==> config.mk <==
export PLATFORM = sky130hd
export DESIGN_NAME = idle_timeout_frame_receiver_flat
export DESIGN_NICKNAME = d
export VERILOG_FILES = /design/src/rtl/core/itfr_pkg.sv /design/src/rtl/core/itfr_if.sv /design/src/rtl/core/idle_timeout_frame_receiver.sv /design/src/rtl/core/itfr_store.sv /design/src/rtl/core/itfr_ctrl.sv /design/src/flat_wrapper.sv
export SDC_FILE = /design/constraint.sdc
export NUM_CORES = 1
export LEC_CHECK = 0
export BUFFER_PORTS_ARGS = -buffer_cell sky130_fd_sc_hd__buf_4
export CORE_UTILIZATION = 56
export DETAILED_ROUTE_END_ITERATION = 10
export GPL_TIMING_DRIVEN = 0
export HOLD_SLACK_MARGIN = 0.05
export MAX_ROUTING_LAYER = met4
export PLACE_DENSITY = 0.82
export RECOVER_POWER = 100
export REMOVE_ABC_BUFFERS = 1
export SLEW_MARGIN = 15
export SYNTH_ARGS = -nofsm -noshare
export SYNTH_HDL_FRONTEND = slang
export SYNTH_SLANG_ARGS = --single-unit
==> constraint.sdc <==
create_clock -name i_clk -period 3 [get_ports i_clk]
set_input_delay 0.15 -clock i_clk [delete_from_list [all_inputs] [get_ports i_clk]]
set_output_delay 0.15 -clock i_clk [all_outputs]
set_load 0.02 [all_outputs]
==> src/rtl/core/itfr_pkg.sv <==
// itfr_pkg: shared types and constants of the idle timeout frame receiver
// no dependencies; used by the interfaces, all core modules and the checker

package itfr_pkg;

    // field widths
    localparam int OpW    = 2;
    localparam int DataW  = 8;
    localparam int CountW = 7;
    localparam int TimerW = 16;

    // defaults
    localparam int              BufferDepthDef = 64;
    localparam logic [TimerW-1:0] TimeoutRst   = 16'd10;

    // input opcodes
    typedef enum logic [OpW-1:0] {
        OP_BYTE = 2'd0,
        OP_TICK = 2'd1,
        OP_READ = 2'd2
    } t_opcode;

    // sequencer states
    typedef enum logic {
        ST_IDLE = 1'b0,
        ST_READ = 1'b1
    } t_state;

    // write request to the frame store (address travels separately)
    typedef struct packed {
        logic             en;
        logic [DataW-1:0] data;
    } t_wr_req;

endpackage

==> src/rtl/core/itfr_if.sv <==
// itfr_if: valid/ready channel interfaces for input words, result words and config
// depends on itfr_pkg

interface itfr_in_if;
    logic                         valid;
    logic                         ready;
    logic [itfr_pkg::OpW-1:0]     opcode;
    logic [itfr_pkg::DataW-1:0]   rx_byte;
    logic [itfr_pkg::CountW-1:0]  read_limit;

    modport source (output valid, output opcode, output rx_byte, output read_limit,
                    input ready);
    modport sink   (input valid, input opcode, input rx_byte, input read_limit,
                    output ready);
endinterface

interface itfr_out_if;
    logic                         valid;
    logic                         ready;
    logic [itfr_pkg::DataW-1:0]   data_byte;
    logic [itfr_pkg::CountW-1:0]  delivered_count;
    logic                         is_last;
    logic                         empty_read;

    modport source (output valid, output data_byte, output delivered_count,
                    output is_last, output empty_read, input ready);
    modport sink   (input valid, input data_byte, input delivered_count,
                    input is_last, input empty_read, output ready);
endinterface

interface itfr_cfg_if;
    logic                         valid;
    logic                         ready;
    logic [itfr_pkg::TimerW-1:0]  idle_timeout_ticks;

    modport source (output valid, output idle_timeout_ticks, input ready);
    modport sink   (input valid, input idle_timeout_ticks, output ready);
endinterface

==> src/rtl/core/idle_timeout_frame_receiver.sv <==
// idle_timeout_frame_receiver: top level, frame store plus control
// depends on itfr_pkg, the channel interfaces, itfr_store and itfr_ctrl

// Collects received bytes into a frame store of BUFFER_DEPTH bytes held in a
// single-port-write, registered-read memory. After a byte word, a tick word or
// a config write the next word can be taken at once. A read word holds off
// further words until its last store read or its empty result is issued:
// the store is walked one address per cycle through its read port, so
// results stream at one per cycle while the output is not stalled. A waiting
// result word does not hold off byte and tick words. The store needs no
// clearing after reset; only bytes written since the last read with a
// nonzero limit are ever read back.

module idle_timeout_frame_receiver #(
    parameter int BUFFER_DEPTH = itfr_pkg::BufferDepthDef
) (
    input  logic        i_clk,
    input  logic        i_rst_n,
    itfr_in_if.sink     i_in,
    itfr_out_if.source  o_res,
    itfr_cfg_if.sink    i_cfg
);

    localparam int AddrW = (BUFFER_DEPTH > 1) ? $clog2(BUFFER_DEPTH) : 1;

    itfr_pkg::t_wr_req          wr;
    logic [AddrW-1:0]           waddr;
    logic                       rd_en;
    logic [AddrW-1:0]           raddr;
    logic [itfr_pkg::DataW-1:0] rdata;

    // control and result path
    itfr_ctrl #(
        .BUFFER_DEPTH (BUFFER_DEPTH),
        .AddrW        (AddrW)
    ) u_ctrl (
        .i_clk   (i_clk),
        .i_rst_n (i_rst_n),
        .i_in    (i_in),
        .o_res   (o_res),
        .i_cfg   (i_cfg),
        .o_wr    (wr),
        .o_waddr (waddr),
        .o_rd_en (rd_en),
        .o_raddr (raddr),
        .i_rdata (rdata)
    );

    // frame byte memory
    itfr_store #(
        .BUFFER_DEPTH (BUFFER_DEPTH),
        .AddrW        (AddrW)
    ) u_store (
        .i_clk   (i_clk),
        .i_wr    (wr),
        .i_waddr (waddr),
        .i_rd_en (rd_en),
        .i_raddr (raddr),
        .o_rdata (rdata)
    );

endmodule

==> src/rtl/core/itfr_store.sv <==
// itfr_store: frame byte memory, one write and one registered read port
// depends on itfr_pkg

module itfr_store #(
    parameter int BUFFER_DEPTH = itfr_pkg::BufferDepthDef,
    parameter int AddrW        = 6
) (
    input  logic                       i_clk,
    input  itfr_pkg::t_wr_req          i_wr,
    input  logic [AddrW-1:0]           i_waddr,
    input  logic                       i_rd_en,
    input  logic [AddrW-1:0]           i_raddr,
    output logic [itfr_pkg::DataW-1:0] o_rdata
);

    logic [itfr_pkg::DataW-1:0] r_mem [BUFFER_DEPTH];
    logic [itfr_pkg::DataW-1:0] r_rdata;

    // write port
    always_ff @(posedge i_clk) begin
        if (i_wr.en) begin
            r_mem[i_waddr] <= i_wr.data;
        end
    end

    // read port, registered, holds between reads
    always_ff @(posedge i_clk) begin
        if (i_rd_en) begin
            r_rdata <= r_mem[i_raddr];
        end
    end

    assign o_rdata = r_rdata;

endmodule

==> src/rtl/core/itfr_ctrl.sv <==
// itfr_ctrl: frame state, idle timer, read sequencer and result register
// depends on itfr_pkg and the channel interfaces; drives itfr_store

module itfr_ctrl #(
    parameter int BUFFER_DEPTH = itfr_pkg::BufferDepthDef,
    parameter int AddrW        = 6
) (
    input  logic                       i_clk,
    input  logic                       i_rst_n,
    itfr_in_if.sink                    i_in,
    itfr_out_if.source                 o_res,
    itfr_cfg_if.sink                   i_cfg,
    output itfr_pkg::t_wr_req          o_wr,
    output logic [AddrW-1:0]           o_waddr,
    output logic                       o_rd_en,
    output logic [AddrW-1:0]           o_raddr,
    input  logic [itfr_pkg::DataW-1:0] i_rdata
);

    localparam int CW = itfr_pkg::CountW;
    localparam int TW = itfr_pkg::TimerW;
    localparam int DW = itfr_pkg::DataW;
    localparam logic [CW-1:0] DepthC = CW'(BUFFER_DEPTH);

    // control state
    itfr_pkg::t_state r_state, n_state;
    logic [CW-1:0]    r_fill, n_fill;
    logic             r_frame_ready, n_frame_ready;
    logic [TW-1:0]    r_idle_cnt, n_idle_cnt;
    logic             r_timer_on, n_timer_on;
    logic [TW-1:0]    r_timeout;
    logic [CW-1:0]    r_total, n_total;
    logic [CW-1:0]    r_rd_idx, n_rd_idx;
    logic             r_pend, n_pend;
    logic             r_out_valid, n_out_valid;

    // payload registers
    logic             r_pend_last, n_pend_last;
    logic [CW-1:0]    r_pend_count, n_pend_count;
    logic [DW-1:0]    r_out_data, n_out_data;
    logic [CW-1:0]    r_out_count, n_out_count;
    logic             r_out_last, n_out_last;
    logic             r_out_empty, n_out_empty;

    logic             accept;
    logic             out_free;
    logic             pend_move;
    logic [CW-1:0]    fill_inc;
    logic [TW-1:0]    cnt_inc;
    logic [TW-1:0]    limit;
    logic [CW-1:0]    rd_inc;

    assign i_in.ready = (r_state == itfr_pkg::ST_IDLE);
    assign i_cfg.ready = 1'b1;
    assign accept     = i_in.valid && i_in.ready;
    assign out_free   = !r_out_valid || o_res.ready;
    assign pend_move  = r_pend && out_free;
    assign fill_inc   = r_fill + 1'b1;
    assign cnt_inc    = r_idle_cnt + 1'b1;
    assign limit      = (r_timeout == '0) ? TW'(1) : r_timeout;
    assign rd_inc     = r_rd_idx + 1'b1;

    // next state and outputs
    always_comb begin
        n_state       = r_state;
        n_fill        = r_fill;
        n_frame_ready = r_frame_ready;
        n_idle_cnt    = r_idle_cnt;
        n_timer_on    = r_timer_on;
        n_total       = r_total;
        n_rd_idx      = r_rd_idx;
        n_pend        = r_pend;
        n_pend_last   = r_pend_last;
        n_pend_count  = r_pend_count;
        n_out_valid   = r_out_valid && !o_res.ready;
        n_out_data    = r_out_data;
        n_out_count   = r_out_count;
        n_out_last    = r_out_last;
        n_out_empty   = r_out_empty;
        o_wr.en       = 1'b0;
        o_wr.data     = i_in.rx_byte;
        o_waddr       = r_fill[AddrW-1:0];
        o_rd_en       = 1'b0;
        o_raddr       = r_rd_idx[AddrW-1:0];

        // memory read word moves into the result register
        if (pend_move) begin
            n_pend      = 1'b0;
            n_out_valid = 1'b1;
            n_out_data  = i_rdata;
            n_out_count = r_pend_count;
            n_out_last  = r_pend_last;
            n_out_empty = 1'b0;
        end

        case (r_state)
            itfr_pkg::ST_IDLE: begin
                if (accept) begin
                    case (i_in.opcode)
                        itfr_pkg::OP_BYTE: begin
                            // store byte while collecting with room left
                            if (!r_frame_ready && (r_fill < DepthC)) begin
                                o_wr.en    = 1'b1;
                                n_fill     = fill_inc;
                                n_idle_cnt = '0;
                                if (fill_inc >= DepthC) begin
                                    n_frame_ready = 1'b1;
                                    n_timer_on    = 1'b0;
                                end else begin
                                    n_timer_on = 1'b1;
                                end
                            end
                        end
                        itfr_pkg::OP_TICK: begin
                            // one-shot idle timer
                            if (r_timer_on) begin
                                if (cnt_inc >= limit) begin
                                    n_frame_ready = 1'b1;
                                    n_timer_on    = 1'b0;
                                    n_idle_cnt    = '0;
                                end else begin
                                    n_idle_cnt = cnt_inc;
                                end
                            end
                        end
                        itfr_pkg::OP_READ: begin
                            n_state  = itfr_pkg::ST_READ;
                            n_rd_idx = '0;
                            if (i_in.read_limit == '0) begin
                                n_total = '0;
                            end else begin
                                if (!r_frame_ready || (r_fill == '0)) begin
                                    n_total = '0;
                                end else if (r_fill < i_in.read_limit) begin
                                    n_total = r_fill;
                                end else begin
                                    n_total = i_in.read_limit;
                                end
                                n_fill        = '0;
                                n_frame_ready = 1'b0;
                            end
                        end
                        default: begin
                        end
                    endcase
                end
            end
            itfr_pkg::ST_READ: begin
                if (r_total == '0) begin
                    // single empty result once earlier words are out
                    if (!r_pend && out_free) begin
                        n_out_valid = 1'b1;
                        n_out_data  = '0;
                        n_out_count = '0;
                        n_out_last  = 1'b1;
                        n_out_empty = 1'b1;
                        n_state     = itfr_pkg::ST_IDLE;
                    end
                end else if (!r_pend || pend_move) begin
                    // issue next store read
                    o_rd_en      = 1'b1;
                    n_pend       = 1'b1;
                    n_pend_last  = (rd_inc == r_total);
                    n_pend_count = r_total;
                    n_rd_idx     = rd_inc;
                    if (rd_inc == r_total) begin
                        n_state = itfr_pkg::ST_IDLE;
                    end
                end
            end
            default: begin
                n_state = itfr_pkg::ST_IDLE;
            end
        endcase
    end

    // control registers
    always_ff @(posedge i_clk) begin
        if (!i_rst_n) begin
            r_state       <= itfr_pkg::ST_IDLE;
            r_fill        <= '0;
            r_frame_ready <= 1'b0;
            r_idle_cnt    <= '0;
            r_timer_on    <= 1'b0;
            r_timeout     <= itfr_pkg::TimeoutRst;
            r_total       <= '0;
            r_rd_idx      <= '0;
            r_pend        <= 1'b0;
            r_out_valid   <= 1'b0;
        end else begin
            r_state       <= n_state;
            r_fill        <= n_fill;
            r_frame_ready <= n_frame_ready;
            r_idle_cnt    <= n_idle_cnt;
            r_timer_on    <= n_timer_on;
            r_total       <= n_total;
            r_rd_idx      <= n_rd_idx;
            r_pend        <= n_pend;
            r_out_valid   <= n_out_valid;
            if (i_cfg.valid) begin
                r_timeout <= i_cfg.idle_timeout_ticks;
            end
        end
    end

    // payload registers
    always_ff @(posedge i_clk) begin
        r_pend_last  <= n_pend_last;
        r_pend_count <= n_pend_count;
        r_out_data   <= n_out_data;
        r_out_count  <= n_out_count;
        r_out_last   <= n_out_last;
        r_out_empty  <= n_out_empty;
    end

    assign o_res.valid           = r_out_valid;
    assign o_res.data_byte       = r_out_data;
    assign o_res.delivered_count = r_out_count;
    assign o_res.is_last         = r_out_last;
    assign o_res.empty_read      = r_out_empty;

endmodule

==> src/flat_wrapper.sv <==
// flat-port wrapper written by rule: the top's interface ports become plain ports
module idle_timeout_frame_receiver_flat 
#(
    parameter int BUFFER_DEPTH = itfr_pkg::BufferDepthDef
)
  (i_clk, i_rst_n, i_in_valid, i_in_opcode, i_in_rx_byte, i_in_read_limit, i_in_ready, o_res_valid, o_res_data_byte, o_res_delivered_count, o_res_is_last, o_res_empty_read, o_res_ready, i_cfg_valid, i_cfg_idle_timeout_ticks, i_cfg_ready);
  itfr_in_if i_in_i ();
  itfr_out_if o_res_i ();
  itfr_cfg_if i_cfg_i ();
  input  logic i_clk;
  input  logic i_rst_n;
  input wire logic [$bits(i_in_i.valid)-1:0] i_in_valid;
  input wire logic [$bits(i_in_i.opcode)-1:0] i_in_opcode;
  input wire logic [$bits(i_in_i.rx_byte)-1:0] i_in_rx_byte;
  input wire logic [$bits(i_in_i.read_limit)-1:0] i_in_read_limit;
  output wire logic [$bits(i_in_i.ready)-1:0] i_in_ready;
  output wire logic [$bits(o_res_i.valid)-1:0] o_res_valid;
  output wire logic [$bits(o_res_i.data_byte)-1:0] o_res_data_byte;
  output wire logic [$bits(o_res_i.delivered_count)-1:0] o_res_delivered_count;
  output wire logic [$bits(o_res_i.is_last)-1:0] o_res_is_last;
  output wire logic [$bits(o_res_i.empty_read)-1:0] o_res_empty_read;
  input wire logic [$bits(o_res_i.ready)-1:0] o_res_ready;
  input wire logic [$bits(i_cfg_i.valid)-1:0] i_cfg_valid;
  input wire logic [$bits(i_cfg_i.idle_timeout_ticks)-1:0] i_cfg_idle_timeout_ticks;
  output wire logic [$bits(i_cfg_i.ready)-1:0] i_cfg_ready;
  assign i_in_i.valid = i_in_valid;
  assign i_in_i.opcode = i_in_opcode;
  assign i_in_i.rx_byte = i_in_rx_byte;
  assign i_in_i.read_limit = i_in_read_limit;
  assign i_in_ready = i_in_i.ready;
  assign o_res_valid = o_res_i.valid;
  assign o_res_data_byte = o_res_i.data_byte;
  assign o_res_delivered_count = o_res_i.delivered_count;
  assign o_res_is_last = o_res_i.is_last;
  assign o_res_empty_read = o_res_i.empty_read;
  assign o_res_i.ready = o_res_ready;
  assign i_cfg_i.valid = i_cfg_valid;
  assign i_cfg_i.idle_timeout_ticks = i_cfg_idle_timeout_ticks;
  assign i_cfg_ready = i_cfg_i.ready;
  idle_timeout_frame_receiver #(.BUFFER_DEPTH(BUFFER_DEPTH)) u_core (.i_clk(i_clk), .i_rst_n(i_rst_n), .i_in(i_in_i), .o_res(o_res_i), .i_cfg(i_cfg_i));
endmodule
==> results of run 1 <==
==> per-stage QoR <==
step           utilization  power, mW  hold WS [ns]  worst slack [ns]  TNS, ns
6_report             0.660       17.1        0.0581            -0.126    -1.52
3_3_place_gp         0.586       9.65         0.375             -6.66  -115.47
5_1_grt              0.660       17.4        0.0836            -0.158   -11.25
2_1_floorplan            -       9.45         0.249             -4.13   -65.77
4_1_cts              0.654       17.0        0.0533            -0.182   -21.69
3_5_place_dp         0.591       9.66         0.382            -0.867   -15.65
==> registers in the layout, indices dropped and copies added (netlist names), 7 cells and up, named ones only <==
name,flops
u_core.u_ctrl.r_pend_count,7
u_core.u_store.o_rdata,8
u_core.u_ctrl.r_timeout,16
u_core.u_ctrl.r_total,7
u_core.u_ctrl.r_fill,7
u_core.u_store.r_mem,512
u_core.u_ctrl.r_idle_cnt,16
u_core.u_ctrl.o_res.data_byte,8
u_core.u_ctrl.r_rd_idx,7
u_core.u_ctrl.o_res.delivered_count,7
==> layout by cell type, fill, tap and decap left out, drive strengths merged, types with 8 or more instances in the layout <==
master	Yosys	layout
a21oi	41	41
o21ai	31	31
inv	32	33
nor2b	11	11
or3	13	13
dlygate4sd3	0	46
nor3	8	8
bufinv	0	9
nand3	25	25
ha	26	26
o22ai	29	29
xor2	9	9
xnor2	17	17
clkbuf	31	100
nand2	75	75
nor2	103	103
edfxtp	529	529
dfxtp	74	74
and3	8	8
clkinv	0	21
or4	10	10
buf	40	53
a22o	8	8
mux4	129	129
mux2i	81	81
==> cell families (layout without fill, tap and decap cells) <==
logic type	Yosys count	in the layout	synth area share
AND/OR/NAND/NOR	289	289	0.0562
XOR/XNOR	26	26	0.00934
flip-flops	603	603	0.713
AO/OA/AOI/OAI	141	141	0.0359
other	1	3	0.000154
multiplexers	211	211	0.153
adder cells (fa/ha/maj)	26	26	0.0133
buffers and inverters	103	271	0.0196
==> power groups by stage <==
stage               registers [mW]  clock network (mW)  logic, mW
floorplan                     9.35                   0      0.106
global placement              9.34                   0      0.309
detailed placement            9.34                   0      0.327
CTS                           9.16                7.47      0.391
global route                  9.17                7.83      0.428
finish                        9.17                7.51      0.402
==> critical path, cell delays in order (launching register included) <==
cell and delay [ns]:
dfxtp_1 0.41, nor3_1 0.32, and2_0 0.58, nand3_1 0.47, nor2_1 0.96
==> path summary, 6_finish.rpt <==
kind                                                  from                                  endpoint  slack, ns  depth (start not counted)
setup / recovery      u_core.u_ctrl.r_fill[6]$_SDFFE_PN0P_     u_core.u_store.r_mem[10][4]$_DFFE_PP_      -0.13                          4
hold / removal                              i_in_opcode[0]          u_core.u_ctrl.r_state$_SDFF_PN0_       0.06                          4
setup reg to reg      u_core.u_ctrl.r_fill[6]$_SDFFE_PN0P_     u_core.u_store.r_mem[10][4]$_DFFE_PP_      -0.13                          4
hold reg to reg   u_core.u_ctrl.o_res.data_byte[7]$_DFF_P_  u_core.u_ctrl.o_res.data_byte[7]$_DFF_P_       0.46                          2
==> repair_timing <==
action,in CTS,in global routing
gates resized for setup,47,78
pin swaps,5,18
setup endpoints to repair,345,476
endpoints found under the hold margin,37,0
gates cloned,3,1
setup buffers,7,14
hold buffers,46,0
==> layer usage <==
metal,vias up,global-route usage,part of all wire
li1,5800,-,-
met1,7045,0.343,0.36
met4,0,0.124,0.047
met2,1010,0.445,0.50
met5,-,-,0
met3,196,0.0479,0.095
==> area by class of cell <==
class | count | area, um2 | share of cell area
well taps | 585 | 732 | 0.0258
clock inverters | 38 | 420 | 0.0148
flip-flops and latches | 603 | 17400 | 0.613
multi-input cells | 694 | 6940 | 0.244
inverters | 32 | 120 | 0.00423
diodes | 2 | 5.00 | 0.000176
clock buffers | 66 | 1500 | 0.0529
repair buffers | 135 | 1270 | 0.0447
==> flow_summary.json, run 1 <==
{
  "tightest_slew_ns": 3.00,
  "clk-insertion-delay-late_ns": 0.60,
  "post-route-period-util": 1.04,
  "netlist_top_cells_count": "edfxtp_1, mux4_2, nor2_1",
  "die_w_um": 211,
  "drt-initial-drc-count": 1760,
  "cts_buffers": 57,
  "grt_pass1_wl_mm": 86.7,
  "postSynthCellCount": 1400,
  "ir_drop_uv": 449,
  "leakage_nw": 8.93,
  "drive_gt1_frac": 0.231,
  "async_flop_share": 0,
  "gp_congestion": 0.846,
  "pwr-share-comb": 0.024,
  "synth-seq-area-share": 0.713,
  "maxCapViolCount": 8,
  "synthesis.area_um2": 24400,
  "vias": 14100,
  "die_height_um": 211,
  "worst_clock_skew_ns": 0.0205,
  "setup_viol": 33,
  "grt_max_degree": 65,
  "synth_warnings": 0,
  "cp-start-kind": "flop",
  "setup_slack_ns": -0.126,
  "routed_wl_mm": 59.8,
  "layout.nets": 1587,
  "cts_tree": "done",
  "hold_path_class": "in2reg",
  "syn_to_final_growth_pct": 16.5,
  "cts.clk_slew.worst_paths_ns": 0.06,
  "cp_max_fo": 9,
  "power_density_nw_per_um2": 602,
  "place_hpwl_mm": 30.6,
  "post-route-drc-count": 0,
  "power.internal_mw": 13.6,
  "syn_area_per_cell_um2": 17.4,
  "p_sw_frac": 0.202,
  "pwr-share-clk": 0.440,
  "initial_core_util": 0.567,
  "worstPathRequired_ns": 3.21,
  "fp.dieArea_um2": 44400,
  "path_class": "reg2reg",
  "p_switching_mw": 3.46,
  "yosysUniqueCellTypes": 56,
  "fill_cells": 2617,
  "htreeDepth": 2,
  "dr.pass1.iters": 7,
  "postRouteAntennaNets": 0,
  "grt_pass1_vias": 14000,
  "slew_viol_final": 520,
  "dp_cells": 1978,
  "timing.fmax_mhz": 320,
  "detail_route.wl_per_cell_um": 27.7,
  "synth_most_common_cell": "edfxtp_1",
  "ys_ff_latch": 603,
  "globalRouteOverflowTotal": 0,
  "stdcell_count": 2155,
  "yosys_most_used_dff": "edfxtp_1",
  "status": "complete, but fails checks",
  "finalInstanceArea_um2": 28400,
  "core_area_um2": 43000,
  "clockBufferDepth": 3,
  "min_period_ns": 3.13,
  "synth-edff-count": 529,
  "yosysTopAreaCellShare": 0.652,
  "gr-usage-all-layers": 0.275,
  "seqPwrFrac": 0.537,
  "port_buffers": 56,
  "clockRootBuffer": "clkbuf_16",
  "synth_area_leaders": "edfxtp_1, mux4_2, dfxtp_1",
  "cts.sinks": 603,
  "place_area_um2": 25400,
  "antenna_found_initial": 2,
  "rsz0062_at_grt": "true",
  "crit_path_end_kind": "flop",
  "final_hold_viol_count": 0,
  "relSlewSlack": -0.998,
  "row_count": 76,
  "worstPathArrival_ns": 3.34,
  "viasPerCell": 6.52,
  "ios": 58,
  "violations": "max-capacitance violations, max-slew violations, negative setup slack",
  "synth_top_cell_by_area": "edfxtp_1"
}
No activity file was read; power rests on OpenSTA's default activity.
==> inputs of run 2 (changes only) <==
--- a/config.mk
+++ b/config.mk
@@ -6,12 +6,12 @@
 export NUM_CORES = 1
 export LEC_CHECK = 0
 export BUFFER_PORTS_ARGS = -buffer_cell sky130_fd_sc_hd__buf_4
-export CORE_UTILIZATION = 56
+export CORE_UTILIZATION = 57
 export DETAILED_ROUTE_END_ITERATION = 10
 export GPL_TIMING_DRIVEN = 0
 export HOLD_SLACK_MARGIN = 0.05
 export MAX_ROUTING_LAYER = met4
-export PLACE_DENSITY = 0.82
+export PLACE_DENSITY = 0.81
 export RECOVER_POWER = 100
 export REMOVE_ABC_BUFFERS = 1
 export SLEW_MARGIN = 15
==> constraint.sdc (replaced) <==
create_clock -name i_clk -period 4.1 [get_ports i_clk]
set_input_delay 0.205 -clock i_clk [delete_from_list [all_inputs] [get_ports i_clk]]
set_output_delay 0.205 -clock i_clk [all_outputs]
set_load 0.02 [all_outputs]
==> flow_summary.json, run 2 (synthesis results as in run 1) <==
{
  "maxCapViolCount": 9,
  "vias": 13300,
  "setup_slack_ns": 0.359,
  "final_hold_viol_count": 0,
  "post_cts_buffers": 0,
  "grt_pass1_wl_mm": 80.1,
  "clk-insertion-delay-late_ns": 0.61,
  "grt_max_degree": 65,
  "tightest_slew_ns": 3.06,
  "post-route-drc-count": 0,
  "hold_path_class": "in2reg",
  "clockBufferDepth": 3,
  "most-common-layout-cells": "edfxtp_1, mux4_2, nor2_1",
  "initial_core_util": 0.580,
  "path_class": "reg2reg",
  "routed_wl_mm": 53.6,
  "die_w_um": 209,
  "setup_viol": 0,
  "violations": "max-capacitance violations, max-slew violations",
  "largest_reg_flops": 512,
  "syn_to_final_growth_pct": 12.0,
  "worst_clock_skew_ns": 0.0202,
  "fill_cells": 2717,
  "worstSetupStartpoint": "u_core.u_ctrl.r_rd_idx[0]$_SDFFE_PN0P_",
  "p_total_mw": 11.9,
  "relSlewSlack": -1.04,
  "row_count": 75,
  "cp-start-kind": "flop",
  "min_period_ns": 3.74,
  "tns_ns": 0,
  "die_height_um": 209,
  "layout_commonest_cell": "edfxtp_1",
  "dp_slack_ns": 0.255,
  "worstPathArrival_ns": 4.05,
  "core_area_um2": 42000,
  "seq_area_um2": 17400,
  "crit_path_end_kind": "flop",
  "detail_route.wl_per_cell_um": 25.9,
  "timing.fmax_mhz": 267,
  "cp_max_fo": 35,
  "top_regs": "u_core.u_store.r_mem (512), u_core.u_ctrl.r_idle_cnt (16), u_core.u_ctrl.r_timeout (16)",
  "port_buffers": 56,
  "gp_congestion": 0.842,
  "postRouteAntennaNets": 0,
  "min_from": "i_cfg_valid",
  "antenna_found_initial": 0,
  "place_hpwl_mm": 30.9,
  "slew_viol_final": 537,
  "cts_tree": "done",
  "cts.sinks": 603,
  "grt_pass1_vias": 13200,
  "ir_drop_uv": 314,
  "rsz0062_at_grt": "false",
  "worstPathRequired_ns": 4.41,
  "layout.nets": 1553,
  "power_density_nw_per_um2": 437,
  "cts_buffers": 55,
  "dr.pass1.iters": 7,
  "reg2reg_from": "u_core.u_ctrl.r_rd_idx[0]$_SDFFE_PN0P_",
  "drt-initial-drc-count": 1639,
  "cts.clk_slew.worst_paths_ns": 0.06,
  "drive_gt1_frac": 0.159,
  "fp.dieArea_um2": 43600,
  "status": "complete, but fails checks",
  "clockRootBuffer": "clkbuf_16",
  "htreeDepth": 2,
  "gr-usage-all-layers": 0.256,
  "post-route-period-util": 0.913,
  "viasPerCell": 6.44,
  "top_register": "u_core.u_store.r_mem",
  "num_antenna_cells": 0,
  "leakage_nw": 8.59,
  "globalRouteOverflowTotal": 0,
  "ios": 58,
  "fin_hold_ws_ns": 0.0783,
  "multi_input_area_um2": 6530
}
[run 2: repair_timing]
item	4_1_cts	5_1_grt
hold endpoints to repair	32	0
setup endpoints to repair	0	14
hold buffers	39	0
resized for setup	0	1
[run 2: routing by layer]
metal | global-route usage | part of all wire
met2 | 0.401 | 0.49
met5 | - | 0
met3 | 0.0376 | 0.081
met1 | 0.342 | 0.39
met4 | 0.105 | 0.038
[run 2: worst max-delay path, cell delays in order (launching register included)]
cell and delay, ns:
dfxtp_2 0.83, buf_12 0.30, buf_16 0.29, buf_16 0.31, mux4_2 0.59, mux2i_1 0.30
o22ai_1 0.20, or4_1 0.58
[run 2: stage by stage]
stage / utilization / instances / instance area [um2]
6_report: 0.649 / 2065 / 27300
5_1_grt: 0.649 / 2065 / 27300
4_1_cts: 0.652 / 2065 / 27400
3_5_place_dp: 0.602 / 1932 / 25300
3_3_place_gp: 0.597 / 1924 / 25100
2_1_floorplan: - / 1329 / 24000
[run 2: worst paths after layout]
check	end	slack, ns	cells after the start
setup / recovery	u_core.u_store.o_rdata[2]$_DFFE_PP_	0.36	7
hold / removal	u_core.u_ctrl.r_timeout[6]$_SDFFE_PN0P_	0.08	3
setup reg to reg	u_core.u_store.o_rdata[2]$_DFFE_PP_	0.36	7
hold reg to reg	u_core.u_ctrl.o_res.delivered_count[2]$_DFF_P_	0.46	2
[run 2: cell type report]
cell class                 instances  share of cell area
timing repair buffer             103              0.0330
sequential                       603               0.637
tap                              539              0.0247
clock buffer                      80              0.0565
inverter                          32             0.00440
multi-input combinational        694               0.239
clock inverter                    14             0.00546
[run 2: power by group]
group	leakage [nW]	total, mW	internal, mW	switching (mW)
Combinational	2.40	0.270	0.0867	0.183
Clock	0.822	4.94	2.78	2.16
Sequential	5.37	6.71	6.70	0.0171
Total	8.59	11.9	9.56	2.36
